$ cat config.mk
export PLATFORM = sky130hd
export DESIGN_NAME = serial_command_line_parser
export DESIGN_NICKNAME = d
export VERILOG_FILES = /design/src/sv/scl_pkg.sv /design/src/sv/scl_parser.sv /design/src/sv/scl_emitter.sv /design/src/sv/serial_command_line_parser.sv
export SDC_FILE = /design/constraint.sdc
export NUM_CORES = 1
export LEC_CHECK = 0
export BUFFER_PORTS_ARGS = -buffer_cell sky130_fd_sc_hd__buf_4
export CAP_MARGIN = 0
export CORE_ASPECT_RATIO = 1.4
export CORE_MARGIN = 4
export CORE_UTILIZATION = 45
export CTS_CLUSTER_DIAMETER = 80
export DETAILED_ROUTE_END_ITERATION = 8
export SETUP_SLACK_MARGIN = 0.15
export SLEW_MARGIN = 10
export SYNTH_ARGS = -nofsm -noshare
export SYNTH_HDL_FRONTEND = slang
export SYNTH_SLANG_ARGS = --single-unit
$ cat constraint.sdc
create_clock -name clk -period 10.45 [get_ports clk]
set_input_delay 1.045 -clock clk [delete_from_list [all_inputs] [get_ports clk]]
set_output_delay 1.045 -clock clk [all_outputs]
set_load 0.03 [all_outputs]
$ cat src/sv/scl_pkg.sv
// Shared types and constants of the serial command line parser.
package scl_pkg;

  localparam int NAME_W  = 64;
  localparam int VAL_W   = 18;
  localparam int COUNT_W = 5;
  localparam int CFG_IDX_W = 2;

  localparam logic [CFG_IDX_W-1:0] CFG_END   = 2'd0;
  localparam logic [CFG_IDX_W-1:0] CFG_OPEN  = 2'd1;
  localparam logic [CFG_IDX_W-1:0] CFG_DELIM = 2'd2;

  // Summary of a finished line, handed from the parser to the emitter.
  typedef struct packed {
    logic [NAME_W-1:0]  name;
    logic [COUNT_W-1:0] count;
    logic               too_many;
  } line_info_t;

endpackage

$ cat src/sv/scl_parser.sv
// Per-byte line parser: name packing, separator counting and number conversion.
module scl_parser #(
  parameter int MAX_PARAMS = 8,
  parameter int NAME_CHARS = 8,
  parameter int LINE_BYTES = 32
) (
  input  logic                    clk,
  input  logic                    rst,
  input  logic                    in_valid,
  input  logic [7:0]              in_byte,
  input  logic [7:0]              end_char,
  input  logic [7:0]              open_char,
  input  logic [7:0]              delim_char,
  input  logic                    em_busy,
  output logic                    take,
  output logic                    load,
  output scl_pkg::line_info_t     info,
  output logic [scl_pkg::VAL_W-1:0] vals [MAX_PARAMS]
);
  import scl_pkg::*;

  localparam int NLW = $clog2(NAME_CHARS + 1);
  localparam int DCW = $clog2(MAX_PARAMS + 2);
  localparam int KW  = (MAX_PARAMS > 1) ? $clog2(MAX_PARAMS) : 1;
  localparam int LBW = $clog2(LINE_BYTES);
  localparam int ACC_W = VAL_W - 1;

  localparam logic [2:0] MODE_LEAD   = 3'd0;
  localparam logic [2:0] MODE_SIGNED = 3'd1;
  localparam logic [2:0] MODE_ZERO   = 3'd2;
  localparam logic [2:0] MODE_HEX    = 3'd3;
  localparam logic [2:0] MODE_OCT    = 3'd4;
  localparam logic [2:0] MODE_DEC    = 3'd5;
  localparam logic [2:0] MODE_DONE   = 3'd6;

  localparam logic [2:0]     FIELD_MAX = 3'd5;
  localparam logic [DCW-1:0] DC_MAX    = DCW'(MAX_PARAMS);
  localparam logic [LBW-1:0] LB_LAST   = LBW'(LINE_BYTES - 1);

  logic [NAME_CHARS*8-1:0] name_reg, name_reg_next;
  logic [NLW-1:0]   name_len, name_len_next;
  logic             in_params, in_params_next;
  logic [DCW-1:0]   delim_count, delim_count_next;
  logic             prev_was_delim, prev_was_delim_next;
  logic [2:0]       field_chars, field_chars_next;
  logic [ACC_W-1:0] accum, accum_next;
  logic [2:0]       num_mode, num_mode_next;
  logic             num_neg, num_neg_next;
  logic [LBW-1:0]   line_bytes, line_bytes_next;
  logic [VAL_W-1:0] param_store [MAX_PARAMS];

  logic             is_ovf, is_end, is_sep, is_ws;
  logic             finish_ok, store_we;
  logic [DCW-1:0]   dc_minus;
  logic [KW-1:0]    wr_idx;
  logic [VAL_W-1:0] fin_val;
  logic [4:0]       hex_d;
  logic             hex_ok, dec_ok, oct_ok;
  logic [COUNT_W-1:0] count;

  assign is_ovf = (line_bytes == LB_LAST);
  assign is_end = (in_byte == end_char);
  assign is_sep = (in_byte == open_char) || (in_byte == delim_char);
  assign is_ws  = (in_byte == 8'd32) || (in_byte >= 8'd9 && in_byte <= 8'd13);

  // An end byte may only pass once the emitter has room for its results.
  assign take = in_valid && (is_ovf || !is_end || !em_busy);
  assign load = in_valid && !is_ovf && is_end && !em_busy;

  always_comb begin
    hex_d  = 5'd0;
    hex_ok = 1'b1;
    if (in_byte >= "0" && in_byte <= "9") begin
      hex_d = 5'(in_byte - "0");
    end else if (in_byte >= "a" && in_byte <= "f") begin
      hex_d = 5'(in_byte - "a" + 8'd10);
    end else if (in_byte >= "A" && in_byte <= "F") begin
      hex_d = 5'(in_byte - "A" + 8'd10);
    end else begin
      hex_ok = 1'b0;
    end
  end

  assign dec_ok = (in_byte >= "0") && (in_byte <= "9");
  assign oct_ok = (in_byte >= "0") && (in_byte <= "7");

  assign dc_minus  = delim_count - DCW'(1);
  assign wr_idx    = dc_minus[KW-1:0];
  assign finish_ok = in_params && (delim_count != '0) && (delim_count <= DC_MAX);
  assign fin_val   = num_neg ? (VAL_W'(0) - {1'b0, accum}) : {1'b0, accum};
  assign store_we  = take && !is_ovf && (is_end || is_sep) && finish_ok;

  always_comb begin
    if (!in_params || prev_was_delim) begin
      count = '0;
    end else if (delim_count > DC_MAX) begin
      count = COUNT_W'(MAX_PARAMS);
    end else begin
      count = COUNT_W'(delim_count);
    end
  end

  assign info.name     = NAME_W'(name_reg);
  assign info.count    = count;
  assign info.too_many = (delim_count > DC_MAX);

  // The field still open at the end byte is merged in as it is stored.
  always_comb begin
    for (int j = 0; j < MAX_PARAMS; j++) begin
      vals[j] = (finish_ok && wr_idx == KW'(j)) ? fin_val : param_store[j];
    end
  end

  always_comb begin
    name_reg_next       = name_reg;
    name_len_next       = name_len;
    in_params_next      = in_params;
    delim_count_next    = delim_count;
    prev_was_delim_next = prev_was_delim;
    field_chars_next    = field_chars;
    accum_next          = accum;
    num_mode_next       = num_mode;
    num_neg_next        = num_neg;
    line_bytes_next     = line_bytes + LBW'(1);

    if (is_ovf || is_end) begin
      name_reg_next       = '0;
      name_len_next       = '0;
      in_params_next      = 1'b0;
      delim_count_next    = '0;
      prev_was_delim_next = 1'b0;
      line_bytes_next     = '0;
      field_chars_next    = '0;
      accum_next          = '0;
      num_mode_next       = MODE_LEAD;
      num_neg_next        = 1'b0;
    end else if (is_sep) begin
      in_params_next      = 1'b1;
      prev_was_delim_next = 1'b1;
      if (delim_count <= DC_MAX) begin
        delim_count_next = delim_count + DCW'(1);
      end
      field_chars_next = '0;
      accum_next       = '0;
      num_mode_next    = MODE_LEAD;
      num_neg_next     = 1'b0;
    end else begin
      prev_was_delim_next = 1'b0;
      if (!in_params) begin
        if (name_len < NLW'(NAME_CHARS)) begin
          for (int i = 0; i < NAME_CHARS; i++) begin
            if (name_len == NLW'(i)) begin
              name_reg_next[8*i +: 8] = in_byte;
            end
          end
          name_len_next = name_len + NLW'(1);
        end
      end else if (field_chars < FIELD_MAX && num_mode != MODE_DONE) begin
        field_chars_next = field_chars + 3'd1;
        unique case (num_mode)
          MODE_LEAD, MODE_SIGNED: begin
            if (num_mode == MODE_LEAD && is_ws) begin
              num_mode_next = MODE_LEAD;
            end else if (num_mode == MODE_LEAD && in_byte == "+") begin
              num_mode_next = MODE_SIGNED;
            end else if (num_mode == MODE_LEAD && in_byte == "-") begin
              num_neg_next  = 1'b1;
              num_mode_next = MODE_SIGNED;
            end else if (in_byte == "0") begin
              num_mode_next = MODE_ZERO;
            end else if (dec_ok) begin
              accum_next    = ACC_W'(hex_d);
              num_mode_next = MODE_DEC;
            end else begin
              num_mode_next = MODE_DONE;
            end
          end
          MODE_ZERO: begin
            if (in_byte == "x" || in_byte == "X") begin
              num_mode_next = MODE_HEX;
            end else if (oct_ok) begin
              accum_next    = ACC_W'(hex_d);
              num_mode_next = MODE_OCT;
            end else begin
              num_mode_next = MODE_DONE;
            end
          end
          MODE_HEX: begin
            if (hex_ok) accum_next = ACC_W'({accum, 4'd0} + ACC_W'(hex_d));
            else        num_mode_next = MODE_DONE;
          end
          MODE_OCT: begin
            if (oct_ok) accum_next = ACC_W'({accum, 3'd0} + ACC_W'(hex_d));
            else        num_mode_next = MODE_DONE;
          end
          MODE_DEC: begin
            if (dec_ok) accum_next = ACC_W'(accum * ACC_W'(10) + ACC_W'(hex_d));
            else        num_mode_next = MODE_DONE;
          end
          default: begin
            num_mode_next = MODE_DONE;
          end
        endcase
      end
    end
  end

  always_ff @(posedge clk) begin
    if (rst) begin
      name_reg       <= '0;
      name_len       <= '0;
      in_params      <= 1'b0;
      delim_count    <= '0;
      prev_was_delim <= 1'b0;
      field_chars    <= '0;
      accum          <= '0;
      num_mode       <= MODE_LEAD;
      num_neg        <= 1'b0;
      line_bytes     <= '0;
    end else if (take) begin
      name_reg       <= name_reg_next;
      name_len       <= name_len_next;
      in_params      <= in_params_next;
      delim_count    <= delim_count_next;
      prev_was_delim <= prev_was_delim_next;
      field_chars    <= field_chars_next;
      accum          <= accum_next;
      num_mode       <= num_mode_next;
      num_neg        <= num_neg_next;
      line_bytes     <= line_bytes_next;
    end
  end

  // Every entry below the reported count is written before it is read,
  // so the store needs no clearing.
  always_ff @(posedge clk) begin
    if (store_we) begin
      param_store[wr_idx] <= fin_val;
    end
  end

endmodule

$ cat src/sv/scl_emitter.sv
// Result buffer: holds one finished line and hands out its results one per cycle while out_ready is high.
module scl_emitter #(
  parameter int MAX_PARAMS = 8
) (
  input  logic                       clk,
  input  logic                       rst,
  input  logic                       load,
  input  scl_pkg::line_info_t        info,
  input  logic [scl_pkg::VAL_W-1:0]  vals [MAX_PARAMS],
  output logic                       busy,
  output logic                       full,
  input  logic                       out_ready,
  output logic [scl_pkg::NAME_W-1:0] cmd_name,
  output logic [3:0]                 param_count,
  output logic [2:0]                 param_index,
  output logic [scl_pkg::VAL_W-1:0]  param_value,
  output logic                       too_many,
  output logic                       last
);
  import scl_pkg::*;

  localparam int KW = (MAX_PARAMS > 1) ? $clog2(MAX_PARAMS) : 1;

  line_info_t       held;
  logic [VAL_W-1:0] held_vals [MAX_PARAMS];
  logic [KW-1:0]    k;
  logic [COUNT_W-1:0] k_ext;

  assign k_ext       = COUNT_W'(k);
  assign last        = (held.count == '0) || (k_ext + COUNT_W'(1) == held.count);
  assign cmd_name    = held.name;
  assign param_count = held.count[3:0];
  assign param_index = k_ext[2:0];
  assign param_value = (held.count == '0) ? '0 : held_vals[k];
  assign too_many    = held.too_many;

  // The buffer frees up in the cycle its final result is accepted, so the next
  // line can be loaded at that same edge.
  assign full = busy && !(out_ready && last);

  always_ff @(posedge clk) begin
    if (rst) begin
      busy <= 1'b0;
      k    <= '0;
    end else if (load) begin
      busy <= 1'b1;
      k    <= '0;
    end else if (busy && out_ready) begin
      if (last) begin
        busy <= 1'b0;
      end else begin
        k <= k + KW'(1);
      end
    end
  end

  always_ff @(posedge clk) begin
    if (load) begin
      held      <= info;
      held_vals <= vals;
    end
  end

endmodule

$ cat src/sv/serial_command_line_parser.sv
// Serial command line parser: top level with input register and configuration registers.
// The block takes one received byte per cycle while no end byte is held back, and parses
// lines of the form name, open byte, delimited integer parameters, end byte; each
// parameter is read as C %i reads it, from at most five characters. On the end byte it
// emits one result per parameter, or one result when there are none, the final one with
// tlast set; results leave at one per cycle while m_tready is high. The end byte passes
// through the input register and the line is then loaded into the emitter's buffer, which
// offers its first result. Bytes of the next line keep flowing in while results are still
// being sent, but that line's end byte waits in the input register until the final result
// of the previous line is being accepted, so a line with n parameters sends max(n,1)
// results, with no idle cycle between the results of consecutive lines. Configuration is
// accepted in every cycle and should only change while no line is in progress.
module serial_command_line_parser #(
  parameter int MAX_PARAMS = 8,
  parameter int NAME_CHARS = 8,
  parameter int LINE_BYTES = 32
) (
  input  logic        clk,
  input  logic        rst,
  input  logic        s_tvalid,
  output logic        s_tready,
  input  logic [7:0]  s_tdata,   // [7:0] rx_byte
  output logic        m_tvalid,
  input  logic        m_tready,
  output logic [95:0] m_tdata,   // cmd_name, param_count, param_index, param_value, too_many
  output logic        m_tlast,
  input  logic        cfg_valid,
  output logic        cfg_ready,
  input  logic [scl_pkg::CFG_IDX_W-1:0] cfg_index,
  input  logic [7:0]  cfg_data
);
  import scl_pkg::*;

  logic [7:0] end_char, open_char, delim_char;
  logic       in_valid;
  logic [7:0] in_byte;
  logic       take, load, em_busy, em_full;
  line_info_t info;
  logic [VAL_W-1:0] vals [MAX_PARAMS];

  logic [NAME_W-1:0] cmd_name;
  logic [3:0]        param_count;
  logic [2:0]        param_index;
  logic [VAL_W-1:0]  param_value;
  logic              too_many;

  assign cfg_ready = 1'b1;

  always_ff @(posedge clk) begin
    if (rst) begin
      end_char   <= 8'd10;
      open_char  <= 8'd40;
      delim_char <= 8'd44;
    end else if (cfg_valid) begin
      unique case (cfg_index)
        CFG_END:   end_char   <= cfg_data;
        CFG_OPEN:  open_char  <= cfg_data;
        CFG_DELIM: delim_char <= cfg_data;
        default: begin
        end
      endcase
    end
  end

  assign s_tready = !in_valid || take;

  always_ff @(posedge clk) begin
    if (rst) begin
      in_valid <= 1'b0;
    end else if (s_tready) begin
      in_valid <= s_tvalid;
    end
  end

  always_ff @(posedge clk) begin
    if (s_tready && s_tvalid) begin
      in_byte <= s_tdata;
    end
  end

  scl_parser #(
    .MAX_PARAMS (MAX_PARAMS),
    .NAME_CHARS (NAME_CHARS),
    .LINE_BYTES (LINE_BYTES)
  ) u_parser (
    .clk        (clk),
    .rst        (rst),
    .in_valid   (in_valid),
    .in_byte    (in_byte),
    .end_char   (end_char),
    .open_char  (open_char),
    .delim_char (delim_char),
    .em_busy    (em_full),
    .take       (take),
    .load       (load),
    .info       (info),
    .vals       (vals)
  );

  scl_emitter #(
    .MAX_PARAMS (MAX_PARAMS)
  ) u_emitter (
    .clk         (clk),
    .rst         (rst),
    .load        (load),
    .info        (info),
    .vals        (vals),
    .busy        (em_busy),
    .full        (em_full),
    .out_ready   (m_tready),
    .cmd_name    (cmd_name),
    .param_count (param_count),
    .param_index (param_index),
    .param_value (param_value),
    .too_many    (too_many),
    .last        (m_tlast)
  );

  assign m_tvalid = em_busy;
  assign m_tdata  = {6'd0, too_many, param_value, param_index, param_count, cmd_name};

  a_no_load_while_busy: assert property (@(posedge clk) disable iff (rst)
    !(load && em_full))
    else $error("line loaded while results still pending");

  a_last_empties: assert property (@(posedge clk) disable iff (rst)
    (m_tvalid && m_tready && m_tlast && !load) |=> !m_tvalid)
    else $error("results continue after the final one of a line");

  a_held_byte: assert property (@(posedge clk) disable iff (rst)
    (in_valid && !take) |=> (in_valid && $stable(in_byte)))
    else $error("held input byte lost or changed");

endmodule
==> results of run 1 <==
## through the flow
| stage | worst slack, ps | total power, mW | hold slack (ps) | util (%) | area (um^2) |
|---|---|---|---|---|---|
| after detailed placement | 5833 | 2.249 | 415.4 | 48.72 | 23990 |
| final | 5923 | 3.820 | 429.2 | 51.62 | 25420 |
| after global placement | 5944 | 2.248 | 413.2 | 48.72 | 23990 |
| after CTS | 5810 | 3.857 | 428.3 | 51.62 | 25420 |
| after global routing | 5563 | 3.952 | 437.9 | 51.62 | 25420 |
| after floorplan | 3104 | 2.218 | 408.1 | - | 22490 |
## final cells by class
class | count | area [um^2] | share of cell area, %
clock buffers | 60 | 1296 | 5.099
multi-input cells | 1050 | 8409 | 33.08
flip-flops and latches | 497 | 13610 | 53.52
well taps | 637 | 797.0 | 3.135
inverters | 25 | 93.84 | 0.3691
clock inverters | 19 | 133.9 | 0.5266
repair buffers | 143 | 1086 | 4.272
## power by group
group | total, mW | switching [mW] | internal [mW]
Combinational | 0.0927 | 0.0608 | 0.0319
Sequential | 2.11 | 0.0116 | 2.10
Clock | 1.61 | 0.716 | 0.899
Total | 3.82 | 0.788 | 3.03
## metal layers
metal | vias to the layer above | track usage, % | wire length (um)
met1 | 6849 | 23.22 | 20700
met3 | 75 | 3.019 | 2211
met5 | - | 0 | 0
li1 | 6386 | - | -
met2 | 298 | 36.31 | 28680
met4 | 0 | 4.527 | 1078
## layout by cell type (no fill, tap or decap), types with 51 or more instances in the layout
cell type  Yosys  layout
o21ai_0       56      56
xnor2_1       59      51
nand3_1       57      57
dfxtp_1      132     130
nor2_1        98      93
mux2_2       135     135
mux2i_1       77      77
ha_1          53      53
a21oi_1       51      51
edfxtp_1     365     365
nand2_1      137     137
buf_4         13     142
## worst max-delay path by stage
stage / startpoint / endpoint / cells past startpoint
6_report: u_emitter.param_index[0] / u_parser.param_store[3][16] / 9
2_1_floorplan: u_emitter.param_index[0] / u_emitter.param_index[0] / 7
3_3_place_gp: u_emitter.param_index[0] / u_parser.param_store[0][17] / 8
5_1_grt: in_byte[0] / u_parser.accum[14] / 15
4_1_cts: u_emitter.param_index[0] / u_parser.param_store[3][16] / 9
3_5_place_dp: u_emitter.param_index[0] / u_parser.param_store[3][10] / 9
## cells by family after synthesis
logic type | Yosys count
buf+inv | 128
flops | 497
other cells | 2
simple gates | 435
fa+ha+maj | 56
compound gates | 204
mux | 257
xor+xnor | 91
## worst register-to-register path, delay by kind of cell (launching register included)
| family | cells | cell delay, ps |
|---|---|---|
| DFF | 1 | 340 |
| buffers and inverters | 2 | 1020 |
| and+or+nand+nor | 4 | 1630 |
| xor gates and xnor gates | 1 | 230 |
| AOI/OAI and AO/OA | 2 | 1000 |
==> flow_summary.ini, run 1 <==
[status]
status = finished clean

[layout]
instances_no_fill = 2431
area_growth_pct = 13.15
final_nets = 1843
fill_cells = 4213
diodes = 0
layout-drive-gt1-share_pct = 24.53
top_regs = u_emitter.held_vals (144), u_parser.param_store (144)

[drt]
wl_per_cell_um = 21.67
vias = 13608
totalWireLength_um = 52670
drt_iter0_markers = 744
route.detailed.drc = 0
drtAntennaViolNets = 0
drtPass1Iterations = 5
vias_per_cell = 5.598

[logic_synthesis]
ys.flop_type = edfxtp_1
syn_area_um2 = 22470
syn_avg_cell_area_um2 = 13.45
synth_top_cell_area_share_pct = 48.79
ys_top_cells_by_area = edfxtp_1 (49%), dfxtp_1 (12%), mux2_2 (6.8%)
synthMuxAreaShare_pct = 14.26
synth_common_cells = edfxtp_1 (365), nand2_1 (137), mux2_2 (135)
ys_seq_area_share_pct = 60.55
ys_warn_count = 0
synthSimpleGateAreaFrac_pct = 9.624
synth_compound_gate_area_share_pct = 6.054
synth_top_family_by_area = multiplexers
async_flop_share_pct = 0
netlist_instances = 1670
yosys.area.top_type = edfxtp_1
synthAdderAreaFrac_pct = 3.219
synth-xor-area-share_pct = 3.642
ys_types = 93
synth-edff-count = 365
synth_seq_cells = 497
post-synth-top-count-cell = edfxtp_1

[setup_path]
r2r_start = u_emitter.param_index[0]
cpPeakStageDelay_ps = 840
path_delay_family = simple AND/OR/NAND/NOR gates
cp_slowest_cell = nor3_2
end_kind = flip-flop
critPathMaxFanout = 40
rr_endpoint = u_parser.param_store[3][16]
critPathMostFrequentCell = buf_4
critPathKind = reg2reg
crit_path_cell_trace = buf_4 -> nand3_1 -> xnor2_1 -> o311ai_4 -> o31a_1 -> nand3_2 -> nand2b_1 -> nor3_2 -> buf_4
crit_arrival_ps = 4780
start_kind = flip-flop
r2r_setup_slack_ps = 5920
worst_ep_required_time_ps = 10700
path_buf_inv = 2
ff2ff_path_depth = 9

[die]
pin_count = 123
floorplan.initialDensity_pct = 45.62
core.rowCount = 96
die-area_um2 = 53610
die_w_um = 196.8
die_h_um = 272.4
core_area_um2 = 49250

[global_route]
grt_pass1_wl_um = 82120
grt_usage_pct = 19.37
grt_max_degree = 139
grt-ovfl-total = 0
antenna_found_initial = 0
grt_pass1_vias = 13868

[timing]
relSlewSlack_pct = 18.69
finalClockSkew_ps = 20.28
rsz0062_at_grt = false
min_period_ps = 4527
setup_violations = 0
fin_crit_sh_pct = 43.32
worst_pin_slew_ps = 1218
tns_ps = 0
max_freq_mhz = 220.9
maxSlewViolCount = 0
hold_viol = 0

[flow_run]
max_cap_violations = 0

[place]
dpl.cell_count = 2352
gp_congestion = 0.8765
io_buffers = 115
dpl.hpwl_um = 34900

[clock_network]
cts_hold_buffers = 0
cts-root-buf = clkbuf_16
cts.sinks = 497
cts-resized-gates = 0
cts_inserted_buffers = 47
post_cts_buffers = 0
cts_max_path_buffers = 3
clk_pin_slew_ps = 60
tritoncts = done
insertion_delay_ps = 570
htreeDepth = 2

[min_path]
hp-start = u_parser.name_reg[58]
worst_hold_path.endpoint = u_emitter.cmd_name[58]
hold_depth = 0
worst_hold_path_type = reg2reg

[power_and_ir_drop]
vdd_drop_max_v = 0.0001728
p_leak_nw = 9.497
power.density_nw_per_um2 = 150.3
Note: power is estimated with default switching activity, not from simulation.
==> run 2: changes to the inputs <==
- clock period: 10.45 -> 4.17 ns (I/O delays scaled with it)
==> flow_summary.ini, run 2 (synthesis gave the netlist of run 1 again) <==
[clock_network]
tritoncts = done
clk_pin_slew_ps = 70
insertion_delay_ps = 580
cts_max_path_buffers = 3
cts.sinks = 497
cts-root-buf = clkbuf_16
cts_inserted_buffers = 47
htreeDepth = 2

[setup_path]
path_delay_family = simple AND/OR/NAND/NOR gates
r2r_start = in_byte[0]
start_kind = flip-flop
crit_arrival_ps = 4240
endpoint = u_parser.accum[9]
cp_num_cells = 15
end_kind = flip-flop
cpPeakStageDelay_ps = 450
cp_slowest_cell = fa_1
r2r_setup_slack_ps = 420
crit_path_cell_trace = inv_1 -> ha_1 -> nor3b_1 -> nor4b_2 -> and2_1 -> nor2_1 -> nor2_1 -> ha_1 -> inv_1 -> fa_1 -> nand2b_1 -> o311ai_0 -> o21ai_0 -> a311o_1 -> a21oi_1
critPathMaxFanout = 5
startpoint = in_byte[0]
ff2ff_path_depth = 15
rr_endpoint = u_parser.accum[9]
critPathKind = reg2reg
worst_ep_required_time_ps = 4660
path_buf_inv = 2

[drt]
drtPass1Iterations = 5
vias = 13769
drtAntennaViolNets = 0
drt_iter0_markers = 657
wl_per_cell_um = 21.50
route.detailed.drc = 0
vias_per_cell = 5.545
totalWireLength_um = 53390

[place]
dpl.hpwl_um = 34970
post-place-ws_ps = 262.2
io_buffers = 115
gp_congestion = 0.8811

[power_and_ir_drop]
power.density_nw_per_um2 = 373.1
p_comb_share_pct = 2.5
internal_power_mw = 7.694
p_leak_nw = 9.757
vdd_drop_max_v = 0.0003139
p_clk_share_pct = 42.9
p_seq_share_pct = 54.6
switching_share_pct = 20.59
finalPower_mw = 9.688
switchingPower_mw = 1.995

[die]
die-area_um2 = 53610
die_h_um = 272.4
core.rowCount = 96
pin_count = 123
floorplan.initialDensity_pct = 45.62
core_area_um2 = 49250
die_w_um = 196.8

[layout]
area_growth_pct = 15.59
final_nets = 1888
layout-drive-gt1-share_pct = 25.89
utilization_pct = 52.73
diodes = 0
layout_common_cells = edfxtp_1 (365), buf_4 (172), nand2_1 (137)
top_regs = u_emitter.held_vals (144), u_parser.param_store (144)
final_common_cell = edfxtp_1

[timing]
min_period_ps = 3753
rsz0062_at_grt = true
relSlewSlack_pct = 22.43
finalClockSkew_ps = 33.63
tns_ps = 0
timing.final.ws_setup_ps = 417.5
fin_hold_ws_ps = 40.51
max_freq_mhz = 266.5
fin_crit_sh_pct = 89.99
setup_violations = 0
hold_viol = 0
worst_pin_slew_ps = 1155
maxSlewViolCount = 0

[global_route]
grt_pass1_vias = 14407
antenna_found_initial = 0
grt_pass1_wl_um = 83500
grt_max_degree = 78
grt-ovfl-total = 0
grt_usage_pct = 19.79

[flow_run]
max_cap_violations = 0

[min_path]
worst_hold_path_type = in2reg

[status]
status = finished clean
## run 2: cell count changes in the layout (fill, tap and decap cells not counted), sizes merged
cell	change
buf	+45
bufinv	+1
clkbuf	+12
clkinv	-5
clkinvlp	+1
inv	-2
## run 2: worst min path at each step
stage,start,endpoint,slack [ps],depth (start not counted)
final,s_tdata[5],in_byte[5],40,1
after global routing,s_tdata[5],in_byte[5],20,1
after CTS,s_tdata[5],in_byte[5],7,1
after detailed placement,u_parser.name_reg[33],u_emitter.cmd_name[33],420,0
after global placement,u_parser.name_reg[29],u_emitter.cmd_name[29],410,0
after floorplan,u_parser.name_reg[0],u_emitter.cmd_name[0],410,0
## run 2: area by class of cell
cell class	instances	area, um^2
inverter	25	93.84
timing repair buffer	188	1612
fill	4250	23280
tap	637	797.0
clock inverter	14	156.4
multi-input combinational	1050	8373
clock buffer	72	1333
sequential	497	13610
## run 2: stage by stage
step / area [um^2] / cells
CTS: 25930 / 2482
finish: 25970 / 2483
global placement: 24440 / 2396
global route: 25970 / 2483
floorplan: 22490 / 1675
detailed placement: 24440 / 2396
## run 2: metal layers
layer	vias up	wire (um)	global-route usage, %
met5	-	0	0
met3	82	2407	3.390
met4	0	1455	5.549
met1	6920	20490	23.48
li1	6488	-	-
met2	279	29040	36.70
## run 2: power groups by stage
stage | combinational, mW | sequential, mW | clock, mW
after floorplan | 0.169 | 5.39 | 0
after global placement | 0.246 | 5.39 | 0
after detailed placement | 0.247 | 5.40 | 0
after CTS | 0.249 | 5.29 | 4.27
after global routing | 0.273 | 5.29 | 4.47
final | 0.246 | 5.29 | 4.15
## run 2: timing repair
item / 4_1_cts / 5_1_grt
gates resized for setup: 0 / 2
hold buffers: 0 / 0
setup buffers: 0 / 1
setup endpoints to repair: 0 / 8
==> run 3: changes to the inputs <==
- GPL_TIMING_DRIVEN: unset -> 0
- SYNTH_HIERARCHICAL: unset -> 1
==> flow_summary.ini, run 3 <==
[setup_path]
start_kind = flip-flop
critPathKind = reg2reg
critPathMaxFanout = 10
crit_arrival_ps = 4190
worst_ep_required_time_ps = 4460
end_kind = flip-flop

[global_route]
antenna_found_initial = 0
grt_max_degree = 46
grt-ovfl-total = 0
grt_pass1_vias = 15279
grt_pass1_wl_um = 89070
grt_usage_pct = 21.34

[status]
status = finished clean

[clock_network]
htreeDepth = 2
cts.sinks = 498
clk_pin_slew_ps = 60
cts_inserted_buffers = 47
cts-root-buf = clkbuf_16
cts_max_path_buffers = 3
tritoncts = done
insertion_delay_ps = 580

[logic_synthesis]
post-synth-top-count-cell = edfxtp_1
ys_seq_area_share_pct = 60.27
yosys.area.top_type = edfxtp_1
ys_types = 85
ys_top_cells_by_area = edfxtp_1 (49%), dfxtp_1 (12%), nand2_1 (3.7%)
ys.flop_type = edfxtp_1
synth-edff-count = 366
synth_seq_cells = 498
synth_top_cell_area_share_pct = 48.59
syn_area_um2 = 22620
ys_warn_count = 6
async_flop_share_pct = 0
syn_avg_cell_area_um2 = 11.89
netlist_instances = 1902
synth_common_cells = edfxtp_1 (366), nand2_1 (223), nor2_1 (174)

[die]
core_area_um2 = 49880
pin_count = 123
die-area_um2 = 53970
floorplan.initialDensity_pct = 45.35
die_w_um = 197.5
core.rowCount = 97
die_h_um = 273.3

[drt]
drtAntennaViolNets = 0
totalWireLength_um = 58900
drt_iter0_markers = 1252
drtPass1Iterations = 6
wl_per_cell_um = 21.07
vias_per_cell = 5.511
vias = 15410
route.detailed.drc = 0

[timing]
fin_crit_sh_pct = 93.52
relSlewSlack_pct = 24.84
min_period_ps = 3900
setup_violations = 0
maxSlewViolCount = 0
timing.final.ws_setup_ps = 270.0
max_freq_mhz = 256.4
hold_viol = 0
finalClockSkew_ps = 30.78
worst_pin_slew_ps = 1119
rsz0062_at_grt = true

[place]
gp_congestion = 0.8779
dpl.cell_count = 2681
io_buffers = 115
dpl.hpwl_um = 40470
post-place-ws_ps = -1031

[layout]
final_common_cell = edfxtp_1
diodes = 0
area_growth_pct = 17.28
layout_common_cells = edfxtp_1 (366), buf_4 (226), nand2_1 (220)
top_regs = u_emitter/held_vals (144), u_parser/param_store (144)
layout-drive-gt1-share_pct = 20.39
fill_cells = 4309
final_nets = 2195
instances_no_fill = 2796

[power_and_ir_drop]
power.density_nw_per_um2 = 366.6
finalPower_mw = 9.727
vdd_drop_max_v = 0.0003476
p_leak_nw = 10.29

[min_path]
worst_hold_path_type = in2reg

[flow_run]
max_cap_violations = 0
-- run 3: cell types whose count changed after synthesis, moves of 18 or more --
cell / change
mux2_2: -135
o21ai_0: +93
nand2_1: +86
nor2_1: +76
buf_4: +70
a22oi_1: +68
nand3_1: -38
mux2i_1: -29
o21ai_1: +25
clkbuf_1: +23
nand2b_1: +19
inv_1: +18
-- run 3: final timing paths --
check | slack (ps) | from | cells after the start | end
worst min-delay path | 40 | s_tdata[7] | 1 | in_byte[7]
worst max-delay path | 270 | u_emitter/param_count[1] | 12 | u_parser/param_store[6][10]
worst max register to register | 270 | u_emitter/param_count[1] | 12 | u_parser/param_store[6][10]
worst min register to register | 430 | u_parser/name_reg[3] | 0 | u_emitter/cmd_name[3]
-- run 3: layer usage --
layer  track usage [%]  vias up  wire length (um)  share of wire (%)
met4             7.448        0              1964                3.3
met2             39.05      501             31130                 53
met5                 0        -                 0                  0
met3             2.561      118              3296                5.6
met1             25.85     7543             22510                 38
li1                  -     7248                 -                  -
-- run 3: cells by family (layout without fill, tap and decap cells) --
logic type / after synthesis / in the layout / share of synthesized area [%]
AND/OR/NAND/NOR: 559 / 560 / 11.22
multiplexers: 84 / 84 / 5.708
buffers and inverters: 228 / 473 / 5.282
XOR/XNOR: 89 / 89 / 3.479
flip-flops: 498 / 498 / 60.27
other: 3 / 8 / 0.04978
adder cells (fa/ha/maj): 56 / 56 / 3.197
AO/OA/AOI/OAI: 385 / 385 / 10.79
-- run 3: layout make-up --
class / instances / area [um^2] / area share, %
flip-flops and latches: 498 / 13630 / 51.39
multi-input cells: 1182 / 8034 / 30.28
repair buffers: 159 / 1336 / 5.037
clock buffers: 66 / 1287 / 4.853
plain buffers: 181 / 1052 / 3.966
well taps: 643 / 804.5 / 3.033
clock inverters: 20 / 200.2 / 0.7546
inverters: 47 / 180.2 / 0.6791
-- run 3: worst max-delay path: stages (launching register included) --
cell and delay, ps:
edfxtp_1 490, or4_4 600, o32a_1 230, a2bb2oi_4 260, a21boi_2 160, inv_1 200
o31ai_4 130, buf_4 220, a2111oi_4 470, nand2_2 210, nor3_4 230, buf_4 240
buf_6 160
-- run 3: where the power goes --
part	internal [mW]	switching (mW)
Combinational	0.105	0.170
Sequential	5.28	0.0233
Clock	2.30	1.84
-- run 3: timing repair --
item	4_1_cts	5_1_grt
hold buffers	4	0
setup buffers	14	10
pin swaps	9	9
setup endpoints to repair	204	111
endpoints found under the hold margin	4	0
gates resized for setup	24	29
gates cloned	1	0
-- run 3: stage by stage --
| stage | hold WS [ps] | TNS [ps] | util [%] | area [um^2] |
|---|---|---|---|---|
| CTS | 11.46 | 0 | 52.81 | 26340 |
| floorplan | 408.7 | -18900 | - | 22650 |
| global route | 15.48 | 0 | 53.18 | 26530 |
| detailed placement | 417.7 | -54780 | 49.31 | 24600 |
| finish | 42.13 | 0 | 53.18 | 26530 |
| global placement | 412.6 | -360370 | 48.74 | 24310 |
